## config.mk

```make
export PLATFORM = sky130hd
export DESIGN_NAME = drpid_mul
export DESIGN_NICKNAME = d
export VERILOG_FILES = /design/src/sv/drpid_mul.sv
export SDC_FILE = /design/constraint.sdc
export NUM_CORES = 2
export LEC_CHECK = 0
export ABC_AREA = 1
export BUFFER_PORTS_ARGS = -buffer_cell sky130_fd_sc_hd__clkbuf_2
export CORE_UTILIZATION = 55
export CTS_CLUSTER_DIAMETER = 200
export CTS_CLUSTER_SIZE = 8
export DETAILED_ROUTE_END_ITERATION = 16
export PLACE_DENSITY = 0.79
export SYNTH_ARGS = -nofsm -noshare
export SYNTH_HDL_FRONTEND = slang
export SYNTH_SLANG_ARGS = --single-unit
```

## constraint.sdc

```tcl
create_clock -name i_clk -period 11.3 [get_ports i_clk]
set_clock_uncertainty 0.15 [all_clocks]
set_input_delay 1.695 -clock i_clk [delete_from_list [all_inputs] [get_ports i_clk]]
set_output_delay 1.695 -clock i_clk [all_outputs]
set_load 0.01 [all_outputs]
```

## src/sv/drpid_mul.sv

```systemverilog
`timescale 1ns / 1ps
module drpid_mul (
    input  logic        i_clk,
    input  logic [31:0] i_a,
    input  logic [32:0] i_b,
    output logic [64:0] o_p
);

    logic [64:0] r_p;

    always_ff @(posedge i_clk) begin
        r_p <= {33'd0, i_a} * {32'd0, i_b};
    end

    assign o_p = r_p;

endmodule

```

==> key figures <==
Floorplan
  • Site Rows: 96
  • Initial core utilization: 55.6%
  • Die Area: between 70,000 and 80,000 um2
  • # IOs: 131
  • Die Y: about 270 um
  • Die Width: 265 um
  • CORE AREA: roughly 70,000 um2

Final layout
  • Most frequent cells in the layout: inv_1 (1,689), nand2_1 (1,607), fa_1 (926), ha_1 (264), clkbuf_2 (130)
  • Final cell count without fillers: 5,958
  • Fraction of layout instances using a drive strength above 1: between 4 and 5%
  • NumNets Final: 6,276
  • Layout area overhead: 3.53%
  • Commonest non-fill, non-tap cell in the layout: inv_1
  • Max FFs per register: 65

Worst setup path
  • WP buf/inv: 5
  • Crit Path Category: in -> reg
  • CP Capture Type: flop
  • Worst Path Arrival: 8.73 ns
  • CP startpoint kind: input port
  • Max incr delay on CP: 0.74 ns
  • WP data required: 11.35 ns
  • CP Cell Sequence: clkbuf_2, nand2_1, fa_1, fa_1, fa_1, fa_1, fa_1, inv_1, fa_1, fa_1, inv_1, fa_1, inv_1, ha_1, nand2_1, nor2_1, inv_1, nor2_1, a21oi_1, nand2_2, xor2_1
  • CP max FO: 32
  • CP max-delay cell: clkbuf_2
  • Crit-path most repeated cell: fa_1
  • Largest delay contributor family on the critical path: adder cells
  • Worst path depth: 21

Status
  • Violated checks: DRC
  • Status: complete, but fails checks

STA
  • Pins Over Slew Limit: 0
  • Unrepaired setup endpoints after global routing: false
  • Final setup violating endpoints: 0
  • Period utilization: 76.8%
  • Tmin final: 8.68 ns
  • Fmax: 0.115 GHz
  • Fin Setup TNS: 0 ns
  • Worst rel slew slack: 28.6%
  • Final Hold Viols: 0
  • Worst-margin pin slew: between 1 and 1.5 ns

Place
  • I/O Buffers: 130
  • Dpl cells: about 5,900
  • Final HPWL from detailed placement: ~84 mm
  • RD Place Congestion: 0.959

Global routing
  • Total Routing Usage GR: 30.6%
  • Initial antenna violation count: 2
  • GRT Residual Overflow: 0
  • Number of global-route vias before repair: 32,663
  • Largest net degree at the start of global routing: 34
  • Global-route wire length before repair: 169 mm

Routing
  • Via Count: 30,377
  • Initial DRC count: ~2,300
  • Final antenna-violating net count: 0
  • Via-to-Cell Ratio: 5.10
  • Pre-Repair DR Iteration Count: 11
  • DRC: 2
  • Routed len/inst: roughly 17 um
  • Routed WL: between 100 and 150 mm

Logic synthesis
  • Mapped Nets: roughly 6,400
  • Cells after Synth: 5,095
  • Register area share after synthesis: 3.41%
  • Synth Register Bits: 65
  • Avg Cell Area, Syn: 7.48 um2
  • Distinct cells, synth: 27
  • Netlist Area Pre-Place: 38,100 um2
  • YS warnings: 0

Clocking
  • CTS H-tree depth: 3
  • Clk slew on worst S/H paths: 0.07 ns
  • Root Driver: clkbuf_16
  • Clk sinks: 65
  • Post-CTS sizing: 0
  • Inserted Clock Buffers: 9
  • Clk buf depth: 2
  • Setup Buffers After CTS: 0
  • Hold buffer count at CTS: 0
  • CTS tree: done

Worst hold path
  • HP Class: in -> reg
  • Hold-critical path depth: 3

Run
  • Maxcap violations: 0
area by class of cell:
class / count / area (um2)
multi-input cells: 3111 / 29600
fillers: 6165 / 29100
inverters: 1692 / 6350
flip-flops and latches: 65 / 1300
well taps: 931 / 1160
repair buffers: 141 / 733
clock buffers: 9 / 225
clock inverters: 7 / 70.1
diodes: 2 / 5.00
worst paths after layout:
path                     from              end
worst max-delay path  i_b[16]  o_p[31]$_DFF_P_
worst min-delay path   i_b[0]   o_p[0]$_DFF_P_
cell families after synthesis:
family / synth area share [%]
buffers and inverters: 18.9
DFF: 3.41
adders and majority gates: 57.3
xor gates and xnor gates: 0.827
and+or+nand+nor: 18.8
AOI/OAI and AO/OA: 0.745
metrics by stage:
stage	area, um2	utilization [%]	setup slack, ns	hold WS, ns
after floorplan	38100	-	3.42	1.81
after global placement	39200	57.1	2.48	1.93
after detailed placement	39200	57.1	2.45	1.93
after CTS	39500	57.5	2.78	1.79
after global routing	39500	57.5	2.36	1.83
final	39500	57.5	2.62	1.82
synth_stat cells, drive strengths merged:
library cell	n	area, um2
buf	1	3.75
nand2	1626	6150
clkbuf	226	848
nor3	15	116
inv	1691	6350
fa	926	18500
o21ai	3	15.0
o21bai	8	63.8
xnor2	4	35.0
xor2	32	280
nor2	116	483
dfxtp	65	1300
a21oi	41	205
ha	264	3300
clkinv	1	3.75
and3	1	6.26
nand4	13	81.3
nand3	61	330
nor4	1	6.26
layer usage:
| metal | GRT usage, % | wire length [um] |
|---|---|---|
| met2 | 51.3 | 48800 |
| met4 | 10.7 | 3780 |
| met5 | 0 | 0 |
| met1 | 40.1 | 39100 |
| met3 | 5.52 | 9950 |
Power is not shown: default switching activity piles up to over one toggle a cycle in this logic, so the estimate is an artifact.
