**config.mk**
```make
export PLATFORM = sky130hd
export DESIGN_NAME = drpid_regs
export DESIGN_NICKNAME = d
export VERILOG_FILES = /design/src/sv/drpid_pkg.sv /design/src/sv/drpid_regs.sv
export SDC_FILE = /design/constraint.sdc
export NUM_CORES = 1
export LEC_CHECK = 0
export BUFFER_PORTS_ARGS = -buffer_cell sky130_fd_sc_hd__buf_2
export CAP_MARGIN = 10
export CORE_UTILIZATION = 52
export CTS_CLUSTER_SIZE = 16
export DETAILED_ROUTE_END_ITERATION = 7
export HOLD_SLACK_MARGIN = 0.12
export PLACE_DENSITY = 0.8
export SLEW_MARGIN = 20
export SYNTH_ARGS = -nofsm -noshare
export SYNTH_HDL_FRONTEND = slang
export SYNTH_SLANG_ARGS = --single-unit
```
**constraint.sdc**
```tcl
create_clock -name i_clk -period 2.04 [get_ports i_clk]
set_input_delay 0.408 -clock i_clk [delete_from_list [all_inputs] [get_ports i_clk]]
set_output_delay 0.408 -clock i_clk [all_outputs]
set_load 0.02 [all_outputs]
```
**src/sv/drpid_pkg.sv**
```systemverilog
`timescale 1ns / 1ps
package drpid_pkg;

    localparam int SUM_WIDTH = 48;

    localparam logic [31:0] DIST_GAIN_P_RST = 32'd335544;
    localparam logic [31:0] DIST_GAIN_I_RST = 32'd75;
    localparam logic [31:0] DIST_GAIN_D_RST = 32'd838861;
    localparam logic [31:0] ROT_GAIN_P_RST  = 32'd1258291;
    localparam logic [31:0] ROT_GAIN_I_RST  = 32'd503;
    localparam logic [31:0] ROT_GAIN_D_RST  = 32'd4697620;
    localparam logic [31:0] TICK_TO_CM_RST  = 32'd4008448;

    localparam int ADDR_WIDTH = 5;

    typedef enum logic [2:0] {
        REG_DIST_P = 3'd0,
        REG_DIST_I = 3'd1,
        REG_DIST_D = 3'd2,
        REG_ROT_P  = 3'd3,
        REG_ROT_I  = 3'd4,
        REG_ROT_D  = 3'd5,
        REG_TICK   = 3'd6
    } t_reg_idx;

    typedef enum logic [1:0] {
        OP_DIST  = 2'd0,
        OP_ROT   = 2'd1,
        OP_CLEAR = 2'd2
    } t_op;

    typedef struct packed {
        logic [31:0] dist_p;
        logic [31:0] dist_i;
        logic [31:0] dist_d;
        logic [31:0] rot_p;
        logic [31:0] rot_i;
        logic [31:0] rot_d;
        logic [31:0] tick_to_cm;
    } t_gains;

    localparam logic [60:0] TERM_LIMIT = {1'b1, 60'd0};

    // clamp a product magnitude to the term limit
    function automatic logic [60:0] sat_term(input logic [64:0] m);
        logic [60:0] t;
        if (m > {4'd0, TERM_LIMIT}) begin
            t = TERM_LIMIT;
        end else begin
            t = m[60:0];
        end
        return t;
    endfunction

    // apply a sign to a clamped term
    function automatic logic [63:0] signed_term(input logic neg, input logic [60:0] t);
        logic [63:0] v;
        v = {3'd0, t};
        return neg ? (64'd0 - v) : v;
    endfunction

endpackage

```
**src/sv/drpid_regs.sv**
```systemverilog
`timescale 1ns / 1ps
module drpid_regs (
    input  logic                              i_clk,
    input  logic                              i_rst_n,
    input  logic                              psel,
    input  logic                              penable,
    input  logic                              pwrite,
    input  logic [drpid_pkg::ADDR_WIDTH-1:0]  paddr,
    input  logic [31:0]                       pwdata,
    output logic [31:0]                       prdata,
    output logic                              pready,
    output drpid_pkg::t_gains                 o_gains
);

    drpid_pkg::t_gains r_gains;
    logic              wr_en;
    logic [2:0]        idx;

    assign pready = 1'b1;
    assign wr_en  = psel & penable & pwrite;
    assign idx    = paddr[4:2];

    always_ff @(posedge i_clk) begin
        if (!i_rst_n) begin
            r_gains.dist_p     <= drpid_pkg::DIST_GAIN_P_RST;
            r_gains.dist_i     <= drpid_pkg::DIST_GAIN_I_RST;
            r_gains.dist_d     <= drpid_pkg::DIST_GAIN_D_RST;
            r_gains.rot_p      <= drpid_pkg::ROT_GAIN_P_RST;
            r_gains.rot_i      <= drpid_pkg::ROT_GAIN_I_RST;
            r_gains.rot_d      <= drpid_pkg::ROT_GAIN_D_RST;
            r_gains.tick_to_cm <= drpid_pkg::TICK_TO_CM_RST;
        end else if (wr_en) begin
            case (idx)
                drpid_pkg::REG_DIST_P: r_gains.dist_p     <= pwdata;
                drpid_pkg::REG_DIST_I: r_gains.dist_i     <= pwdata;
                drpid_pkg::REG_DIST_D: r_gains.dist_d     <= pwdata;
                drpid_pkg::REG_ROT_P:  r_gains.rot_p      <= pwdata;
                drpid_pkg::REG_ROT_I:  r_gains.rot_i      <= pwdata;
                drpid_pkg::REG_ROT_D:  r_gains.rot_d      <= pwdata;
                drpid_pkg::REG_TICK:   r_gains.tick_to_cm <= pwdata;
                default: ;
            endcase
        end
    end

    always_comb begin
        case (idx)
            drpid_pkg::REG_DIST_P: prdata = r_gains.dist_p;
            drpid_pkg::REG_DIST_I: prdata = r_gains.dist_i;
            drpid_pkg::REG_DIST_D: prdata = r_gains.dist_d;
            drpid_pkg::REG_ROT_P:  prdata = r_gains.rot_p;
            drpid_pkg::REG_ROT_I:  prdata = r_gains.rot_i;
            drpid_pkg::REG_ROT_D:  prdata = r_gains.rot_d;
            drpid_pkg::REG_TICK:   prdata = r_gains.tick_to_cm;
            default:               prdata = 32'd0;
        endcase
    end

    assign o_gains = r_gains;

endmodule

```
==> out/results.md <==
| Stage | Quantity | This run |
| --- | --- | --- |
| clocking | Total number of H-tree levels | 1 |
| synthesis | Dominant cells by area after synthesis | sky130_fd_sc_hd__dfxtp_1, sky130_fd_sc_hd__mux2i_1, sky130_fd_sc_hd__nand2_1 |
| setup path | Critical path buffers and inverters | 1 |
| outcome | Outcome | finished with violations |
| timing | Final Max Tran Viols | 0 |
| synthesis | Cell type with the largest total area after synthesis | sky130_fd_sc_hd__dfxtp_1 |
| routing | Detailed-route wire length | 35,860 um |
| synthesis | Synth top area share | 43.44% |
| grt | Number of global-route vias before repair | 9,178 |
| final layout | Synthesis-to-layout area growth | 33.27% |
| clocking | TritonCTS clock tree | done |
| power and ir drop | Post-layout power | 9.914 mW |
| final layout | Max reg flops | 224 |
| clocking | Library cell used as clock root buffer | sky130_fd_sc_hd__clkbuf_16 |
| place | Detail Placement HPWL | 23,440 um |
| setup path | Crit path capture type | output pin |
| setup path | Class of the most critical setup path | reg2out |
| routing | Router iterations before antenna repair | 5 |
| timing | Final worst clock skew | 0 ns |
| clocking | Clock-pin slew of the registers on the worst-case setup and hold paths | 0.06 ns |
| min path | Source of the worst hold timing path | pwdata[21] |
| setup path | Worst Path Max Fanout | 2 |
| timing | Relative max-transition margin | 50.53% |
| final layout | Final std cell area, no fill | 0.01376 mm2 |
| synthesis | Leading register cell type out of synthesis | sky130_fd_sc_hd__dfxtp_1 |
| routing | Vias | 9,906 |
| timing | Final hold vios | 0 |
| final layout | Net count of the finished layout | 1,433 |
| floorplanning | Starting utilization of the core area | 53.04% |
| grt | Pin count of the biggest net entering global routing | 62 |
| synthesis | Sequential cell area fraction in the yosys report | 43.44% |
| synthesis | Number of warnings printed during yosys synthesis | 0 |
| synthesis | Instance count of the mapped netlist | 1,072 |
| synthesis | Async S/R FF share, synth | 0% |
| min path | Worst hold path cell count | 3 |
| timing | Slew at the pin closest to its max-slew limit | 0.7402 ns |
| timing | Setup repair after global routing missed its margin | true |
| final layout | Number of filler instances in the final layout | 1,413 |
| min path | WHS Endpoint | o_gains[21] |
| setup path | Worst EP required | 1.63 ns |
| grt | Number of antenna violations at the first check in global routing | 2 |
| routing | Violation count after the first detailed-route iteration | 745 |
| synthesis | Nets in the synthesized netlist | 1,114 |
| timing | # setup viols final | 1 |
| clocking | Maximum number of buffers from clock root to sink | 3 |
| floorplanning | Area inside the core boundary | 0.01946 mm2 |
| clocking | Number of CTS-inserted buffers | 24 |
| synthesis | Count of unique library cells instantiated by Yosys | 39 |
| routing | Drt via density | 5.918 |
| outcome | Violations in the final reports | setup timing |
| timing | Tmin final | 2.136 ns |
| place | Post-placement cell area | 0.01240 mm2 |
| timing | PnR worst setup slack | -0.09557 ns |
| run | Maximum Capacitance Violations | 0 |
| synthesis | Number of flip-flops and latches in the synthesized netlist | 224 |
| routing | Average detailed-routed wire length per instance | 21.42 um |
| power and ir drop | Cell Pwr Density | 720.6 mW/mm2 |
| synthesis | Mean area per synthesized cell | 9.629 um2 |
| setup path | Max stage delay cell, worst path | sky130_fd_sc_hd__mux4_2 |
| place | I/O Buffers | 295 |
| setup path | Worst stage delay on the critical path | 0.46 ns |
| grt | Remaining global-route overflow | 0 |
| floorplanning | Row count | 51 |
| min path | Hold Crit Class | in2reg |
| setup path | Worst flop-to-flop path endpoint | o_gains[16] |
| synthesis | EDFF count, synth | 0 |
| setup path | Count of cells along the worst register-to-register path | 3 |
| setup path | Arrival time at the worst endpoint | 1.73 ns |
| setup path | FF-to-FF setup slack | 1.28 ns |
| routing | Count of unresolved DRC violations after routing | 0 |
| floorplanning | Overall die area | 0.02042 mm2 |
| setup path | Sort of element at the start of the critical path | register |
| power and ir drop | VDD IR-drop max | 627.0 uV |
| routing | Antenna-violating nets left | 0 |
| setup path | Ordered list of cells on the worst path | mux4_2 -> mux2_4 -> buf_6 |
| clocking | Sinks on Clock Net | 224 |
| synthesis | Mapped Area | 0.01032 mm2 |
| clocking | Insertion delay to the later sink of the worst-skew pair | 0.52 ns |
| floorplanning | Boundary Pins | 299 |
| grt | Global-route wire length before repair | 51,030 um |
| timing | Top achievable clock speed | 468.3 MHz |
| place | Placer congestion estimate | 0.8669 |
| setup path | Startpoint of the lowest-slack register-to-register path | o_gains[16] |
| floorplanning | Overall die height | 142.9 um |
| final layout | Fraction of final layout cells with drive strength greater than 1 | 38.66% |
| grt | Total global-route track usage | 32.48% |
| floorplanning | Die W | 142.9 um |
| setup path | Cell family with most CP delay | multiplexers |
| power and ir drop | Lkg Pwr | 6.867 nW |
| timing | Share of the cycle needed by the critical path after routing | 104.7% |
## logic make-up after synthesis
kind of cell           after synthesis  synth area share (%)
AOI/OAI and AO/OA                  130                 11.09
buffers and inverters              132                 6.327
DFF                                224                 43.44
muxes                              254                 24.88
other                                1               0.03633
and+or+nand+nor                    331                 14.22
## cell usage after synthesis, drive strengths merged, types with 2 or more instances
library cell / instances
and3: 2
a2bb2oi: 10
nand3: 89
nor2b: 16
o211ai: 29
nor2: 5
mux2i: 242
inv: 35
a211o: 2
o221a: 21
nor3: 2
dfxtp: 224
a32oi: 10
nand2: 210
nand2b: 2
a221oi: 21
o21ai: 36
clkbuf: 41
mux2: 11
buf: 56
## area by class of cell
cell class | count | area (um2) | share of cell area, %
multi-input cells | 717 | 5346 | 38.86
clock buffers | 35 | 713.2 | 5.184
diodes | 2 | 5.005 | 0.03638
clock inverters | 7 | 62.56 | 0.4548
well taps | 265 | 331.6 | 2.410
inverters | 35 | 131.4 | 0.9550
repair buffers | 389 | 2626 | 19.09
flip-flops and latches | 224 | 4541 | 33.01
## worst reg2reg max path, delay by kind of cell (launching register included)
family | cells | cell delay, ns
buf+inv | 1 | 0.13
mux | 1 | 0.07
flops | 1 | 0.32
simple gates | 1 | 0.11
## per-stage QoR
stage          cells  hold WS (ns)  util, %  worst slack [ns]  TNS [ns]
3_3_place_gp    1608        0.4536    63.72           -0.1389    -1.794
4_1_cts         1652        0.1512    67.97          -0.09325  -0.09325
6_report        1674        0.1680    70.68          -0.09557  -0.09557
5_1_grt         1674        0.1750    70.68           -0.1182   -0.2860
3_5_place_dp    1608        0.4615    63.72           -0.1372    -1.977
2_1_floorplan   1072        0.5422        -           0.03360         0
## worst max-delay path by stage
stage,start,to,slack [ns],cells after the start
after CTS,o_gains[113],prdata[17],-0.09,3
after global placement,paddr[4],prdata[18],-0.14,4
after detailed placement,paddr[4],prdata[18],-0.14,4
after global routing,o_gains[113],prdata[17],-0.12,3
final,o_gains[113],prdata[17],-0.1,3
after floorplan,paddr[3],prdata[19],0.03,6
## per-layer routing
metal / up-vias / global-route usage, % / routed length [um] / part of all wire [%]
met5: - / 0 / 0 / 0
met4: 0 / 15.73 / 1557 / 4.3
met3: 110 / 5.265 / 2915 / 8.1
met2: 552 / 53.69 / 17030 / 47
met1: 4826 / 41.21 / 14360 / 40
li1: 4418 / - / - / -
## timing repair
action	4_1_cts	5_1_grt
endpoints found under the hold margin	0	0
gates cloned	1	6
buffers inserted	1	14
hold buffers	0	0
pin swaps	3	22
setup endpoints to repair	24	30
resized for setup	16	93
## layout by cell type (no fill, tap or decap), drive strengths merged
master,instances
buf,382
mux2i,242
dfxtp,224
nand2,210
nand3,89
clkbuf,42
o21ai,36
inv,35
o211ai,29
o221a,21
a221oi,21
nor2b,16
mux2,11
a2bb2oi,10
a32oi,10
nor2,6
clkinv,5
diode,2
and3,2
a211o,2
nand2b,2
nor3,2
mux4,1
o2bb2ai,1
and3b,1
nand4b,1
and4b,1
nand4,1
and4,1
conb,1
clkinvlp,1
bufinv,1
## where the power goes
| part | switching (mW) | internal [mW] | total (mW) |
|---|---|---|---|
| clock | 1.77 | 2.54 | 4.31 |
| sequential | 0.0332 | 4.41 | 4.45 |
| combinational | 0.691 | 0.470 | 1.16 |
| total | 2.49 | 7.42 | 9.91 |
No activity file was read; power rests on OpenSTA's default activity.
